$ cat config.mk
export PLATFORM = sky130hd
export DESIGN_NAME = running_mean_variance
export DESIGN_NICKNAME = d
export VERILOG_FILES = /design/src/hdl/rmv_pkg.sv /design/src/hdl/rmv_divider.sv /design/src/hdl/rmv_mult.sv /design/src/hdl/running_mean_variance.sv
export SDC_FILE = /design/constraint.sdc
export NUM_CORES = 1
export LEC_CHECK = 0
export ABC_AREA = 0
export BUFFER_PORTS_ARGS = -buffer_cell sky130_fd_sc_hd__buf_2
export CAP_MARGIN = 20
export CELL_PAD_IN_SITES_DETAIL_PLACEMENT = 1
export CELL_PAD_IN_SITES_GLOBAL_PLACEMENT = 2
export CORE_AREA = 2 2 253 318
export DETAILED_ROUTE_END_ITERATION = 10
export DIE_AREA = 0 0 255 320
export GPL_ROUTABILITY_DRIVEN = 0
export PLACE_DENSITY = 0.84
export SLEW_MARGIN = 20
export SYNTH_ARGS = -nofsm -noshare
export SYNTH_HDL_FRONTEND = slang
export SYNTH_SLANG_ARGS = --single-unit
$ cat constraint.sdc
create_clock -name clk -period 7.1 [get_ports clk]
set_input_delay 0.71 -clock clk [delete_from_list [all_inputs] [get_ports clk]]
set_output_delay 0.71 -clock clk [all_outputs]
set_load 0.02 [all_outputs]
$ cat src/hdl/rmv_pkg.sv
// Shared types and constants for the running mean and variance block.
// Holds the payload structs, the fixed-point formats and the format helper.
// No dependencies.
package rmv_pkg;

  localparam int SAMPLE_FRAC_BITS = 16;
  localparam int MEAN_FRAC_BITS   = 17;
  localparam int VAR_FRAC_BITS    = 7;

  localparam int SAMPLE_W = 32;
  localparam int MEAN_W   = 32;
  localparam int SUM_W    = 31;
  localparam int COUNT_W  = 16;

  // The serial divider and multiplier work on 33-bit magnitudes, since a
  // difference of two 32-bit signed values can reach 2^32 - 1 in magnitude.
  localparam int DIV_W = 33;
  localparam int MUL_W = 33;

  localparam logic ACT_ADD     = 1'b0;
  localparam logic ACT_RESTART = 1'b1;

  typedef struct packed {
    logic              action;
    logic signed [SAMPLE_W-1:0] sample;
  } rmv_item_t;

  typedef struct packed {
    logic signed [MEAN_W-1:0] mean;
    logic [SUM_W-1:0]         sum_sq_dev;
    logic [SUM_W-1:0]         variance;
    logic                     variance_valid;
    logic [COUNT_W-1:0]       count;
  } rmv_result_t;

  // Moves a 32-bit value between fraction formats. Going up shifts left and
  // saturates; going down is an arithmetic shift, which rounds toward minus
  // infinity. The shift amounts are constants, so this is wiring plus a clamp.
  function automatic logic signed [31:0] reformat(input logic signed [31:0] v,
                                                  input int from_fb,
                                                  input int to_fb);
    logic signed [63:0] wide;
    logic signed [31:0] res;
    wide = {{32{v[31]}}, v};
    if (to_fb >= from_fb) begin
      wide = wide <<< (to_fb - from_fb);
      if (wide > 64'sh0000_0000_7FFF_FFFF) begin
        res = 32'sh7FFF_FFFF;
      end else if (wide < 64'shFFFF_FFFF_8000_0000) begin
        res = 32'sh8000_0000;
      end else begin
        res = wide[31:0];
      end
    end else begin
      wide = wide >>> (from_fb - to_fb);
      res  = wide[31:0];
    end
    return res;
  endfunction

endpackage

$ cat src/hdl/rmv_divider.sv
// Radix-2 restoring divider, one quotient bit per cycle.
// Unsigned 33-bit dividend by a nonzero 16-bit divisor.
// Depends on rmv_pkg.
module rmv_divider (
  input  logic                      clk,
  input  logic                      rst,
  input  logic                      start,
  input  logic [rmv_pkg::DIV_W-1:0]   dividend,
  input  logic [rmv_pkg::COUNT_W-1:0] divisor,
  output logic                      busy,
  output logic                      done,
  output logic [rmv_pkg::DIV_W-1:0]   quotient
);
  import rmv_pkg::*;

  localparam int STEP_W = $clog2(DIV_W + 1);

  logic [COUNT_W-1:0] rem;
  logic [COUNT_W-1:0] dvs;
  logic [DIV_W-1:0]   qsh;
  logic [STEP_W-1:0]  steps;
  logic [COUNT_W:0]   trial_in;
  logic [COUNT_W:0]   trial;
  logic               ge;

  // The dividend shifts out at the top of qsh while quotient bits enter below.
  assign trial_in = {rem, qsh[DIV_W-1]};
  assign ge       = trial_in >= {1'b0, dvs};
  assign trial    = trial_in - {1'b0, dvs};
  assign quotient = qsh;

  always_ff @(posedge clk) begin
    if (rst) begin
      busy  <= 1'b0;
      done  <= 1'b0;
      steps <= '0;
    end else begin
      done <= 1'b0;
      if (start) begin
        busy  <= 1'b1;
        steps <= STEP_W'(DIV_W);
      end else if (busy) begin
        steps <= steps - STEP_W'(1);
        if (steps == STEP_W'(1)) begin
          busy <= 1'b0;
          done <= 1'b1;
        end
      end
    end
  end

  always_ff @(posedge clk) begin
    if (start) begin
      rem <= '0;
      qsh <= dividend;
      dvs <= divisor;
    end else if (busy) begin
      rem <= ge ? trial[COUNT_W-1:0] : trial_in[COUNT_W-1:0];
      qsh <= {qsh[DIV_W-2:0], ge};
    end
  end

`ifndef ASSERT_OFF
  a_no_restart: assert property (@(posedge clk) disable iff (rst) start |-> !busy)
    else $error("divider started while busy");
  a_rem_bound: assert property (@(posedge clk) disable iff (rst) busy |-> rem < dvs)
    else $error("partial remainder not below divisor");
  a_ends_done: assert property (@(posedge clk) disable iff (rst)
    busy |=> (busy || done))
    else $error("divider stopped without done");
`endif

endmodule

$ cat src/hdl/rmv_mult.sv
// Bit-serial shift-add multiplier, one multiplier bit per cycle.
// Unsigned 33 by 33 bits to a 66-bit product.
// Depends on rmv_pkg.
module rmv_mult (
  input  logic                        clk,
  input  logic                        rst,
  input  logic                        start,
  input  logic [rmv_pkg::MUL_W-1:0]   a,
  input  logic [rmv_pkg::MUL_W-1:0]   b,
  output logic                        busy,
  output logic                        done,
  output logic [2*rmv_pkg::MUL_W-1:0] product
);
  import rmv_pkg::*;

  localparam int STEP_W = $clog2(MUL_W + 1);

  logic [MUL_W-1:0]  hi;
  logic [MUL_W-1:0]  lo;
  logic [MUL_W-1:0]  mcand;
  logic [MUL_W:0]    part;
  logic [STEP_W-1:0] steps;

  // Add the multiplicand when the current multiplier bit is set, then shift
  // the whole hi:lo pair right by one; lo ends up holding the low half.
  assign part    = {1'b0, hi} + {1'b0, (lo[0] ? mcand : {MUL_W{1'b0}})};
  assign product = {hi, lo};

  always_ff @(posedge clk) begin
    if (rst) begin
      busy  <= 1'b0;
      done  <= 1'b0;
      steps <= '0;
    end else begin
      done <= 1'b0;
      if (start) begin
        busy  <= 1'b1;
        steps <= STEP_W'(MUL_W);
      end else if (busy) begin
        steps <= steps - STEP_W'(1);
        if (steps == STEP_W'(1)) begin
          busy <= 1'b0;
          done <= 1'b1;
        end
      end
    end
  end

  always_ff @(posedge clk) begin
    if (start) begin
      hi    <= '0;
      lo    <= b;
      mcand <= a;
    end else if (busy) begin
      hi <= part[MUL_W:1];
      lo <= {part[0], lo[MUL_W-1:1]};
    end
  end

`ifndef ASSERT_OFF
  a_no_restart: assert property (@(posedge clk) disable iff (rst) start |-> !busy)
    else $error("multiplier started while busy");
  a_ends_done: assert property (@(posedge clk) disable iff (rst)
    busy |=> (busy || done))
    else $error("multiplier stopped without done");
`endif

endmodule

$ cat src/hdl/running_mean_variance.sv
// Top level of the fixed-point running mean and variance block.
// Depends on rmv_pkg, rmv_divider and rmv_mult.
//
//   channel   signals                          carries
//   -------   -------------------------------  ------------------------------
//   item      item_valid, item_ready, item     action and sample, one request
//   result    result_valid, result_ready,      mean, sum, variance, valid flag
//             result                           and count, one per request
//
// A restart request goes from idle straight to the finish state, which loads
// the result register once it is free and returns to idle. An add request
// runs through the prepare state, one 33-step division for the mean update,
// the multiply prepare state, one 33-step multiplication for the deviation
// product, the variance start state, one 33-step division for the variance
// and the finish state, each unit working a bit per cycle. An add that leaves
// the count below two skips the variance division.
// Reset (synchronous, active high) clears the mean, the sum and the count.
// The result register holds a finished result while the next request is
// already being worked on; the block only waits at the end if it is still full.
module running_mean_variance (
  input  logic                 clk,
  input  logic                 rst,
  input  logic                 item_valid,
  output logic                 item_ready,
  input  rmv_pkg::rmv_item_t   item,
  output logic                 result_valid,
  input  logic                 result_ready,
  output rmv_pkg::rmv_result_t result
);
  import rmv_pkg::*;

  // Magnitude cap on one product term, and the saturation point of the sum.
  localparam logic [40:0]        TERM_CAP = 41'h100_0000_0000;
  localparam logic signed [42:0] SUM_MAX  = 43'sh000_7FFF_FFFF;

  typedef enum logic [7:0] {
    ST_IDLE      = 8'b0000_0001,
    ST_PREP      = 8'b0000_0010,
    ST_DIV_MEAN  = 8'b0000_0100,
    ST_MUL_PREP  = 8'b0000_1000,
    ST_MUL       = 8'b0001_0000,
    ST_VAR_START = 8'b0010_0000,
    ST_DIV_VAR   = 8'b0100_0000,
    ST_FINISH    = 8'b1000_0000
  } state_t;

  state_t state;

  // Running statistics.
  logic signed [MEAN_W-1:0] mean;
  logic [SUM_W-1:0]         sum;
  logic [COUNT_W-1:0]       count;

  // Per-request working registers.
  logic signed [SAMPLE_W-1:0] smp;
  logic signed [MEAN_W-1:0]   old_mean;
  logic                       mean_neg;
  logic                       prod_neg;
  logic [SUM_W-1:0]           variance;
  logic                       var_valid;

  // Serial units.
  logic                 div_start;
  logic [DIV_W-1:0]     div_dividend;
  logic [COUNT_W-1:0]   div_divisor;
  logic                 div_busy;
  logic                 div_done;
  logic [DIV_W-1:0]     div_quotient;
  logic                 mul_start;
  logic [MUL_W-1:0]     mul_a;
  logic [MUL_W-1:0]     mul_b;
  logic                 mul_busy;
  logic                 mul_done;
  logic [2*MUL_W-1:0]   mul_product;

  // Datapath values.
  logic                       accept;
  logic                       can_load;
  logic                       count_ge2;
  logic signed [MEAN_W-1:0]   smp_m;
  logic signed [DIV_W-1:0]    diff;
  logic [DIV_W-1:0]           diff_mag;
  logic signed [DIV_W:0]      q_signed;
  logic signed [DIV_W:0]      new_mean_w;
  logic signed [MEAN_W-1:0]   new_mean;
  logic signed [31:0]         sv;
  logic signed [31:0]         ov;
  logic signed [31:0]         nv;
  logic signed [MUL_W-1:0]    d1;
  logic signed [MUL_W-1:0]    d2;
  logic [2*MUL_W-1:0]         p_shift;
  logic                       p_ovf;
  logic [40:0]                term_mag;
  logic signed [42:0]         term_s;
  logic signed [42:0]         sum_w;
  logic [SUM_W-1:0]           sum_new;

  assign accept     = item_valid && item_ready;
  assign item_ready = (state == ST_IDLE);
  assign can_load   = !result_valid || result_ready;
  assign count_ge2  = count >= COUNT_W'(2);

  // Mean update: the sample in mean format, its distance from the old mean,
  // and the truncated quotient added back with its sign.
  always_comb begin
    smp_m      = reformat(smp, SAMPLE_FRAC_BITS, MEAN_FRAC_BITS);
    diff       = {smp_m[MEAN_W-1], smp_m} - {old_mean[MEAN_W-1], old_mean};
    diff_mag   = diff[DIV_W-1] ? DIV_W'(-diff) : DIV_W'(diff);
    q_signed   = mean_neg ? -$signed({1'b0, div_quotient}) : $signed({1'b0, div_quotient});
    new_mean_w = $signed({{2{old_mean[MEAN_W-1]}}, old_mean}) + q_signed;
    if (new_mean_w > 34'sh0_7FFF_FFFF) begin
      new_mean = 32'sh7FFF_FFFF;
    end else if (new_mean_w < 34'sh3_8000_0000) begin
      new_mean = 32'sh8000_0000;
    end else begin
      new_mean = new_mean_w[MEAN_W-1:0];
    end
  end

  // Deviation product: (sample - old mean) * (sample - new mean) in the
  // variance format, taken as magnitudes with the sign kept aside.
  always_comb begin
    sv    = reformat(smp, SAMPLE_FRAC_BITS, VAR_FRAC_BITS);
    ov    = reformat(old_mean, MEAN_FRAC_BITS, VAR_FRAC_BITS);
    nv    = reformat(mean, MEAN_FRAC_BITS, VAR_FRAC_BITS);
    d1    = {sv[31], sv} - {ov[31], ov};
    d2    = {sv[31], sv} - {nv[31], nv};
    mul_a = d1[MUL_W-1] ? MUL_W'(-d1) : MUL_W'(d1);
    mul_b = d2[MUL_W-1] ? MUL_W'(-d2) : MUL_W'(d2);
  end

  // Product term and sum update. A product that does not fit 63 bits is
  // treated as the cap outright, before the fraction bits are dropped.
  always_comb begin
    p_ovf   = |mul_product[2*MUL_W-1:63];
    p_shift = mul_product >> VAR_FRAC_BITS;
    if (p_ovf || (p_shift > (2*MUL_W)'(TERM_CAP))) begin
      term_mag = TERM_CAP;
    end else begin
      term_mag = p_shift[40:0];
    end
    term_s = prod_neg ? -$signed({2'b0, term_mag}) : $signed({2'b0, term_mag});
    sum_w  = $signed({12'b0, sum}) + term_s;
    if (sum_w < 0) begin
      sum_new = '0;
    end else if (sum_w > SUM_MAX) begin
      sum_new = '1;
    end else begin
      sum_new = sum_w[SUM_W-1:0];
    end
  end

  // The divider serves the mean step first and the variance later.
  always_comb begin
    div_start = (state == ST_PREP) || ((state == ST_VAR_START) && count_ge2);
    if (state == ST_PREP) begin
      div_dividend = diff_mag;
      div_divisor  = count;
    end else begin
      div_dividend = {2'b0, sum};
      div_divisor  = count - COUNT_W'(1);
    end
    mul_start = (state == ST_MUL_PREP);
  end

  rmv_divider u_div (
    .clk      (clk),
    .rst      (rst),
    .start    (div_start),
    .dividend (div_dividend),
    .divisor  (div_divisor),
    .busy     (div_busy),
    .done     (div_done),
    .quotient (div_quotient)
  );

  rmv_mult u_mul (
    .clk     (clk),
    .rst     (rst),
    .start   (mul_start),
    .a       (mul_a),
    .b       (mul_b),
    .busy    (mul_busy),
    .done    (mul_done),
    .product (mul_product)
  );

  // Sequencer and running state.
  always_ff @(posedge clk) begin
    if (rst) begin
      state <= ST_IDLE;
      mean  <= '0;
      sum   <= '0;
      count <= '0;
    end else begin
      unique case (state)
        ST_IDLE: begin
          if (accept) begin
            if (item.action == ACT_RESTART) begin
              mean  <= reformat(item.sample, SAMPLE_FRAC_BITS, MEAN_FRAC_BITS);
              sum   <= '0;
              count <= COUNT_W'(1);
              state <= ST_FINISH;
            end else begin
              // The count stops at its maximum; later samples divide by it.
              if (count != '1) begin
                count <= count + COUNT_W'(1);
              end
              state <= ST_PREP;
            end
          end
        end
        ST_PREP: begin
          state <= ST_DIV_MEAN;
        end
        ST_DIV_MEAN: begin
          if (div_done) begin
            mean  <= new_mean;
            state <= ST_MUL_PREP;
          end
        end
        ST_MUL_PREP: begin
          state <= ST_MUL;
        end
        ST_MUL: begin
          if (mul_done) begin
            sum   <= sum_new;
            state <= ST_VAR_START;
          end
        end
        ST_VAR_START: begin
          state <= count_ge2 ? ST_DIV_VAR : ST_FINISH;
        end
        ST_DIV_VAR: begin
          if (div_done) begin
            state <= ST_FINISH;
          end
        end
        ST_FINISH: begin
          if (can_load) begin
            state <= ST_IDLE;
          end
        end
        default: begin
          state <= ST_IDLE;
        end
      endcase
    end
  end

  // Per-request registers carry no reset; each is written before it is used.
  always_ff @(posedge clk) begin
    if (accept) begin
      smp       <= item.sample;
      old_mean  <= mean;
      variance  <= '0;
      var_valid <= 1'b0;
    end
    if (state == ST_PREP) begin
      mean_neg <= diff[DIV_W-1];
    end
    if (state == ST_MUL_PREP) begin
      prod_neg <= d1[MUL_W-1] ^ d2[MUL_W-1];
    end
    if ((state == ST_DIV_VAR) && div_done) begin
      variance  <= div_quotient[SUM_W-1:0];
      var_valid <= 1'b1;
    end
  end

  // Output register.
  always_ff @(posedge clk) begin
    if (rst) begin
      result_valid <= 1'b0;
    end else if ((state == ST_FINISH) && can_load) begin
      result_valid <= 1'b1;
    end else if (result_ready) begin
      result_valid <= 1'b0;
    end
  end

  always_ff @(posedge clk) begin
    if ((state == ST_FINISH) && can_load) begin
      result.mean           <= mean;
      result.sum_sq_dev     <= sum;
      result.variance       <= variance;
      result.variance_valid <= var_valid;
      result.count          <= count;
    end
  end

`ifndef ASSERT_OFF
  a_busy_after_accept: assert property (@(posedge clk) disable iff (rst)
    accept |=> !item_ready)
    else $error("block still idle after taking a request");
  a_valid_flag: assert property (@(posedge clk) disable iff (rst)
    result_valid |-> (result.variance_valid == (result.count >= COUNT_W'(2))))
    else $error("variance flag disagrees with count");
  a_short_run_zero: assert property (@(posedge clk) disable iff (rst)
    (result_valid && !result.variance_valid) |-> (result.variance == '0))
    else $error("variance nonzero for a short run");
  a_units_apart: assert property (@(posedge clk) disable iff (rst)
    mul_busy |-> !div_busy)
    else $error("divider and multiplier active together");
`endif

endmodule

==> results of run 1 <==
through the flow:
step	utilization (%)	cells	instance area (um^2)
floorplan	-	3333	31200
global route	44.8	4555	35100
finish	44.8	4555	35100
CTS	44.8	4555	35100
global placement	42.2	4453	33100
detailed placement	42.2	4453	33100
critical path, stage by stage, from the launching register on:
cell and delay, ps:
edfxtp_1 470, or4_4 570, nor4_4 340, nand4_2 290, a21oi_4 280, and2_1 180
inv_1 50, ha_1 200, buf_4 170, o21ai_4 120, a21oi_1 290, buf_4 290
nor3_1 210, ha_1 300, and3_1 210, o21ai_0 170, a32oi_1 150, nand2_1 120
a31oi_1 120, o2111ai_1 300, a21oi_2 160, or2_2 340, o22a_1 230, nor4_2 300
nand2_2 60, buf_4 250, o21ai_1 190, a21oi_1 100
layout by cell type (no fill, tap or decap), drive strengths merged, types with 9 or more instances in the layout:
cell type	instances
dfxtp	154
edfxtp	323
conb	9
a21oi	298
o211ai	17
o31a	11
a31oi	37
clkinv	19
o31ai	60
or3	20
or2	19
nand3b	14
or4	28
nand2b	43
a211oi	37
xor2	113
nand3	60
nor3	70
o41ai	18
o21ai	219
and3	25
buf	197
nand2	274
xnor2	205
o21bai	17
a21o	74
inv	169
nor2b	56
maj3	29
o2111ai	9
and2	84
nor4	26
nand4	26
mux2i	55
nor2	248
clkbuf	65
bufinv	9
ha	207
o21a	41
power by group:
| group | switching (mW) | internal (mW) |
|---|---|---|
| clock | 1.27 | 1.87 |
| combinational | 1.71 | 1.08 |
| sequential | 0.178 | 3.19 |
| total | 3.15 | 6.14 |
layout make-up:
cell class	count	area [um^2]	area share (%)
inverters	162	608	1.73
clock buffers	65	1520	4.32
well taps	1053	1320	3.75
flip-flops and latches	477	12800	36.4
multi-input cells	2564	17300	49.3
repair buffers	197	1110	3.15
clock inverters	37	477	1.36
timing repair:
item,CTS,global route
hold buffers,0,0
setup endpoints to repair,0,31
gates resized for setup,0,9
routing by layer:
layer / global-route usage (%) / up-vias
met4: 7.39 / 0
met2: 42.0 / 418
met1: 31.3 / 12544
met3: 2.56 / 114
met5: 0 / -
li1: - / 12352
sequential cells by signal, summed over array words and instances (netlist names), 32 cells and up:
signal and count:
u_mul.lo 33, u_mul.mcand 33, u_div.quotient 33, u_mul.hi 33, old_mean 32, mean 32
result 111, smp 32
cell families (layout without fill, tap and decap cells):
logic type | count (synthesis) | count (layout) | synth area share [%]
simple gates | 1026 | 1026 | 16.5
compound gates | 911 | 911 | 18.3
flops | 477 | 477 | 41.0
other cells | 1 | 9 | 0.0120
buf+inv | 292 | 461 | 3.75
mux | 57 | 57 | 1.84
fa+ha+maj | 243 | 243 | 9.69
xor+xnor | 318 | 318 | 8.93
final timing paths:
kind	end	slack [ps]	cells after the start
min	smp[12]	260	1
min reg2reg	result[25]	420	0
max	sum[2]	460	27
max reg2reg	sum[2]	460	27
==> metrics.md, run 1 <==
| Metric | Value |
|---|---|
| Startpoint Class | `flop` |
| Slew @ Worst Pin | `1070 ps` |
| Fill cells | `8,937` |
| Peak VDD IR | `271 uV` |
| Final worst setup slack | `458 ps` |
| Setup Skew | `around 28 ps` |
| TNS Setup | `0 ps` |
| Syn. warnings | `0` |
| Mean post-synth cell area | `9.38 um^2` |
| Worst hold start | `item[12]` |
| Top layer used by detailed routing | `met4` |
| Overall Power | `9.30 mW` |
| CTS tree | `done` |
| Count of cell types in the netlist | `a little under 100` |
| Status | `finished, final reports clean` |
| Worst setup EP type | `flop` |
| Post-synth top flop | `edfxtp_1` |
| Latest clock arrival within the worst-skew pair | `640 ps` |
| Die Ht | `320 um` |
| Met3 routed WL | `3.31 mm` |
| Area growth syn-to-layout | `12.7%` |
| Die W | `about 260 um` |
| CTS Buffer Depth | `3` |
| P_leak | `approximately 14 nW` |
| Max Cap Viol | `0` |
| Final number of hold-violating endpoints | `0` |
| Pre-CTS setup slack | `94.4 ps` |
| Final Setup Violations | `0` |
| TritonCTS Buffers | `54` |
| Synth top cells by count | `323 x edfxtp_1, 297 x a21oi_1, 273 x nand2_1, 247 x nor2_1, 207 x ha_1` |
| Routed wire length per instance | `between 20 and 25 um` |
| Power density over the cells | `265 nW/um^2` |
| Max-slew violation count | `0` |
| # port buffers | `149` |
| Class of the worst hold path | `primary input to flop` |
| Synthesized cell area | `31,200 um^2` |
| Post-CTS Setup Repair Bufs | `0` |
| Initial DRC count | `1,486` |
| Hold slack | `264 ps` |
| Initial antenna violation count | `7` |
| CP max FO | `30` |
| Dominant cell type by area after synthesis | `edfxtp_1` |
| Clock slew seen by the registers of the worst setup and hold paths | `about 60 ps` |
| Vias | `25.4k` |
| Async set or reset register ratio after synthesis | `0%` |
| # DRC | `0` |
| Req. time, crit path | `7590 ps` |
| Diodes inserted | `0` |
| Initial Util | `39.8%` |
| Fmax | `151 MHz` |
| Top-area cell type share of the netlist area | `31.1%` |
| Gate Count Post-Synth | `3,325` |
| Detail Route Antenna Nets | `0` |
| Crit path from | `u_mul.lo[16]` |
| RSZ-0062 raised after global routing | `no` |
| RR Startpoint | `u_mul.lo[16]` |
| Top post-synthesis cells by area | `edfxtp_1 31%, dfxtp_1 9.9%, ha_1 8.3%, xnor2_1 5.8%, a21oi_1 4.8%` |
| Vias in the first global route | `26.1k` |
| Core Box Area | `78,400 um^2` |
| Post-DP HPWL | `76.6 mm` |
| Largest net degree at the start of global routing | `65` |
| Total GRT Usage | `24.2%` |
| H-Tree Level Count | `2` |
| Most frequent cell after synthesis | `edfxtp_1` |
| Met1 WL | `44.2 mm` |
| Synth Register Bits | `about 480` |
| Fin nets | `3,707` |
| Total Routed Length | `99.1 mm` |
| Grt ovf | `0` |
| Layout cells sized above 1 | `10.4%` |
| Critical path class | `flop to flop` |
| Die area | `81,600 um^2` |
| Root Buffer | `clkbuf_16` |
| Post-synth EDFFs | `~320` |
| Drt pass-1 iters | `5` |
| Routed met2 length | `around 50 mm` |
| First-pass GRT wire length | `153 mm` |
| Rel. slew slack | `28.6%` |
| Sequential fraction of the synthesis area | `41.0%` |
| Clock tree sinks | `477` |
| Vias/cell | `5.58` |
| Row count | `115` |
| Critical path data arrival time | `~7100 ps` |
| Period Utilization, post-route | `between 90% and 100%` |
| Final min period | `6640 ps` |
| Ports | `150` |
Note: power is estimated with default switching activity, not from simulation.
==> inputs of run 2 (changes only) <==
REMOVE_ABC_BUFFERS = 1   (was default)
==> metrics.md, run 2 (synthesis gave the netlist of run 1 again) <==
| Metric | Value |
|---|---|
| Latest clock arrival within the worst-skew pair | `650 ps (was 640 ps)` |
| Pre-CTS setup slack | `94.2 ps (was 94.4 ps)` |
| Reg2Reg Setup Slack | `350 ps (was 460 ps)` |
| Top reg by flops | `result (unchanged)` |
| Critical path class | `flop to flop (unchanged)` |
| Core Box Area | `78,400 um^2 (unchanged)` |
| Post-DP HPWL | `76.1 mm (was 76.6 mm)` |
| Grt ovf | `0 (unchanged)` |
| Startpoint Class | `flop (unchanged)` |
| Psw | `3.18 mW (was 3.15 mW)` |
| Most frequent cells in the layout | `323 x edfxtp_1, 295 x a21oi_1, 271 x nand2_1 (was 323 x edfxtp_1, 295 x a21oi_1, 272 x nand2_1)` |
| Layout cells sized above 1 | `9.79% (was 10.4%)` |
| Initial antenna violation count | `1 (was 7)` |
| Final min period | `6750 ps (was 6640 ps)` |
| Critical path data arrival time | `7260 ps (was 7140 ps)` |
| # port buffers | `149 (unchanged)` |
| RR Startpoint | `u_mul.lo[16] (unchanged)` |
| Fmax | `148 MHz (was 151 MHz)` |
| Family with the most delay on the worst path | `simple AND/OR/NAND/NOR gates (unchanged)` |
| Die W | `255 um (unchanged)` |
| Worst Reg-to-Reg Cells | `25 (was 27)` |
| Core Util, Final | `44.6% (was 44.8%)` |
| Clock tree sinks | `477 (unchanged)` |
| Detail Route Antenna Nets | `0 (unchanged)` |
| Setup Skew | `29.0 ps (was 28.3 ps)` |
| Crit path from | `u_mul.lo[16] (unchanged)` |
| Diodes inserted | `0 (unchanged)` |
| Vias in the first global route | `26.1k (about the same)` |
| Clock slew seen by the registers of the worst setup and hold paths | `70 ps (was 60 ps)` |
| Number of flip-flops in the largest register | `111 (unchanged)` |
| Critical path's largest stage delay | `570 ps (about the same)` |
| Final number of hold-violating endpoints | `0 (unchanged)` |
| Vias/cell | `5.65 (was 5.58)` |
| Slew @ Worst Pin | `1050 ps (was 1070 ps)` |
| # DRC | `0 (unchanged)` |
| First-pass GRT wire length | `154 mm (was 153 mm)` |
| Critical Path End | `sum[23] (was sum[2])` |
| Row count | `115 (unchanged)` |
| Total GRT Usage | `24.4% (was 24.2%)` |
| CTS Buffer Depth | `3 (unchanged)` |
| Initial DRC count | `1,400 (was 1,486)` |
| Fill cells | `8,966 (was 8,937)` |
| Ports | `150 (unchanged)` |
| Crit. path cell count | `25 (was 27)` |
| Slowest cell on crit path | `or4_4 (unchanged)` |
| Worst setup EP type | `flop (unchanged)` |
| TNS Setup | `0 ps (unchanged)` |
| Buf/Inv on CP | `2 (was 4)` |
| Total Routed Length | `101 mm (was 99.1 mm)` |
| Non-Filler Instances | `4,548 (was 4,555)` |
| Switch share | `34.5% (was 33.9%)` |
| Reg2reg end | `sum[23] (was sum[2])` |
| Sequential power share | `36.3% (was 36.2%)` |
| Final Setup Violations | `0 (unchanged)` |
| Rel. slew slack | `29.0% (was 28.6%)` |
| P_leak | `13.6 nW (was 13.7 nW)` |
| Internal Pwr Total | `6.05 mW (was 6.14 mW)` |
| Final worst setup slack | `346 ps (was 458 ps)` |
| Routed wire length per instance | `22.1 um (was 21.8 um)` |
| Power density over the cells | `264 nW/um^2 (was 265 nW/um^2)` |
| Status | `finished, final reports clean (unchanged)` |
| Peak VDD IR | `202 uV (was 271 uV)` |
| Cts hold-fix bufs | `0 (unchanged)` |
| Initial Util | `39.8% (unchanged)` |
| Period Utilization, post-route | `95.1% (was 93.6%)` |
| Clk pwr share | `32.9% (was 33.8%)` |
| Max-slew violation count | `0 (unchanged)` |
| Req. time, crit path | `7610 ps (was 7590 ps)` |
| H-Tree Level Count | `2 (unchanged)` |
| Vias | `25.7k (was 25.4k)` |
| Comb pwr share | `30.9% (was 30.0%)` |
| Max Cap Viol | `0 (unchanged)` |
| Class of the worst hold path | `primary input to flop (unchanged)` |
| Die area | `81,600 um^2 (unchanged)` |
| Largest net degree at the start of global routing | `68 (was 65)` |
| Placed cells | `4,443 (was 4,453)` |
| Fin nets | `3,700 (was 3,707)` |
| Die Ht | `320 um (unchanged)` |
| CTS tree | `done (unchanged)` |
| TritonCTS Buffers | `54 (unchanged)` |
| Hold slack | `249 ps (was 264 ps)` |
| Root Buffer | `clkbuf_16 (unchanged)` |
| Commonest non-fill, non-tap cell in the layout | `edfxtp_1 (unchanged)` |
| CP max FO | `15 (was 30)` |
| Area growth syn-to-layout | `12.2% (was 12.7%)` |
| Drt pass-1 iters | `5 (unchanged)` |
## run 2: cell count changes in the layout (fill, tap and decap cells not counted), moves of 2 or more
| cell | before | now |
|---|---|---|
| buf_4 | 48 | 40 |
| clkbuf_1 | 3 | 16 |
| clkbuf_16 | 58 | 56 |
| clkbuf_8 | 4 | 1 |
| clkinv_1 | 4 | 6 |
| clkinv_16 | 0 | 2 |
| clkinv_2 | 11 | 6 |
| clkinv_8 | 2 | 0 |
| clkinvlp_4 | 2 | 4 |
| inv_6 | 6 | 3 |
| inv_8 | 2 | 0 |
| nand2_4 | 0 | 2 |
## run 2: cell type report
cell class	instances	area, um^2	area share, %
timing repair buffer	189	1050	2.99
inverter	162	609	1.74
clock inverter	29	418	1.19
clock buffer	73	1480	4.21
sequential	477	12800	36.5
multi-input combinational	2565	17400	49.6
tap	1053	1320	3.76
## run 2: worst register-to-register path, stage by stage (launching register included)
cell	delay [ps]
edfxtp_1	480
or4_4	570
nor4_4	350
nand4_2	260
a21oi_2	250
and2_1	180
inv_1	50
ha_1	300
o21ai_4	180
a21oi_1	370
nor3_1	450
ha_1	340
o21ai_0	90
nor2_1	90
a32o_1	320
nand4b_1	130
a31oi_1	140
o2111ai_1	380
a21oi_2	170
or2_2	350
o22a_1	250
nor4_4	290
buf_4	190
nand2_4	170
o21ai_1	200
a21oi_1	80
## run 2: power groups by stage
stage / logic [mW] / registers, mW / clock network (mW)
after floorplan: 2.05 / 3.36 / 0
after global placement: 2.80 / 3.40 / 0
after detailed placement: 2.83 / 3.41 / 0
after CTS: 2.85 / 3.35 / 3.10
after global routing: 3.15 / 3.37 / 3.18
final: 2.85 / 3.35 / 3.03
## run 2: metrics by stage
stage                     cell area, um^2  total power [mW]
after floorplan                     30700              5.41
after global placement              33000              6.19
after detailed placement            33000              6.24
after CTS                           34900              9.30
after global routing                35000              9.70
final                               35000              9.23
## run 2: how the worst min path moves through the flow
| stage | start | to | slack (ps) | cells past startpoint |
|---|---|---|---|---|
| 2_1_floorplan | variance[0] | result[17] | 400 | 0 |
| 3_3_place_gp | variance[29] | result[46] | 400 | 0 |
| 3_5_place_dp | variance[2] | result[19] | 410 | 0 |
| 4_1_cts | item[11] | smp[11] | 210 | 1 |
| 5_1_grt | item[11] | smp[11] | 230 | 1 |
| 6_report | item[11] | smp[11] | 250 | 1 |
## run 2: metal layers
layer,GRT usage [%],vias up,routed length (um)
met5,0,-,0
met1,30.1,12699,42600
met3,2.57,155,3480
met2,43.5,485,50800
met4,9.01,0,3780
li1,-,12338,-
## run 2: what timing repair did
item / in CTS / in global routing
setup buffers: 0 / 2
gates resized for setup: 0 / 11
setup endpoints to repair: 0 / 31
hold endpoints to repair: 0 / 0
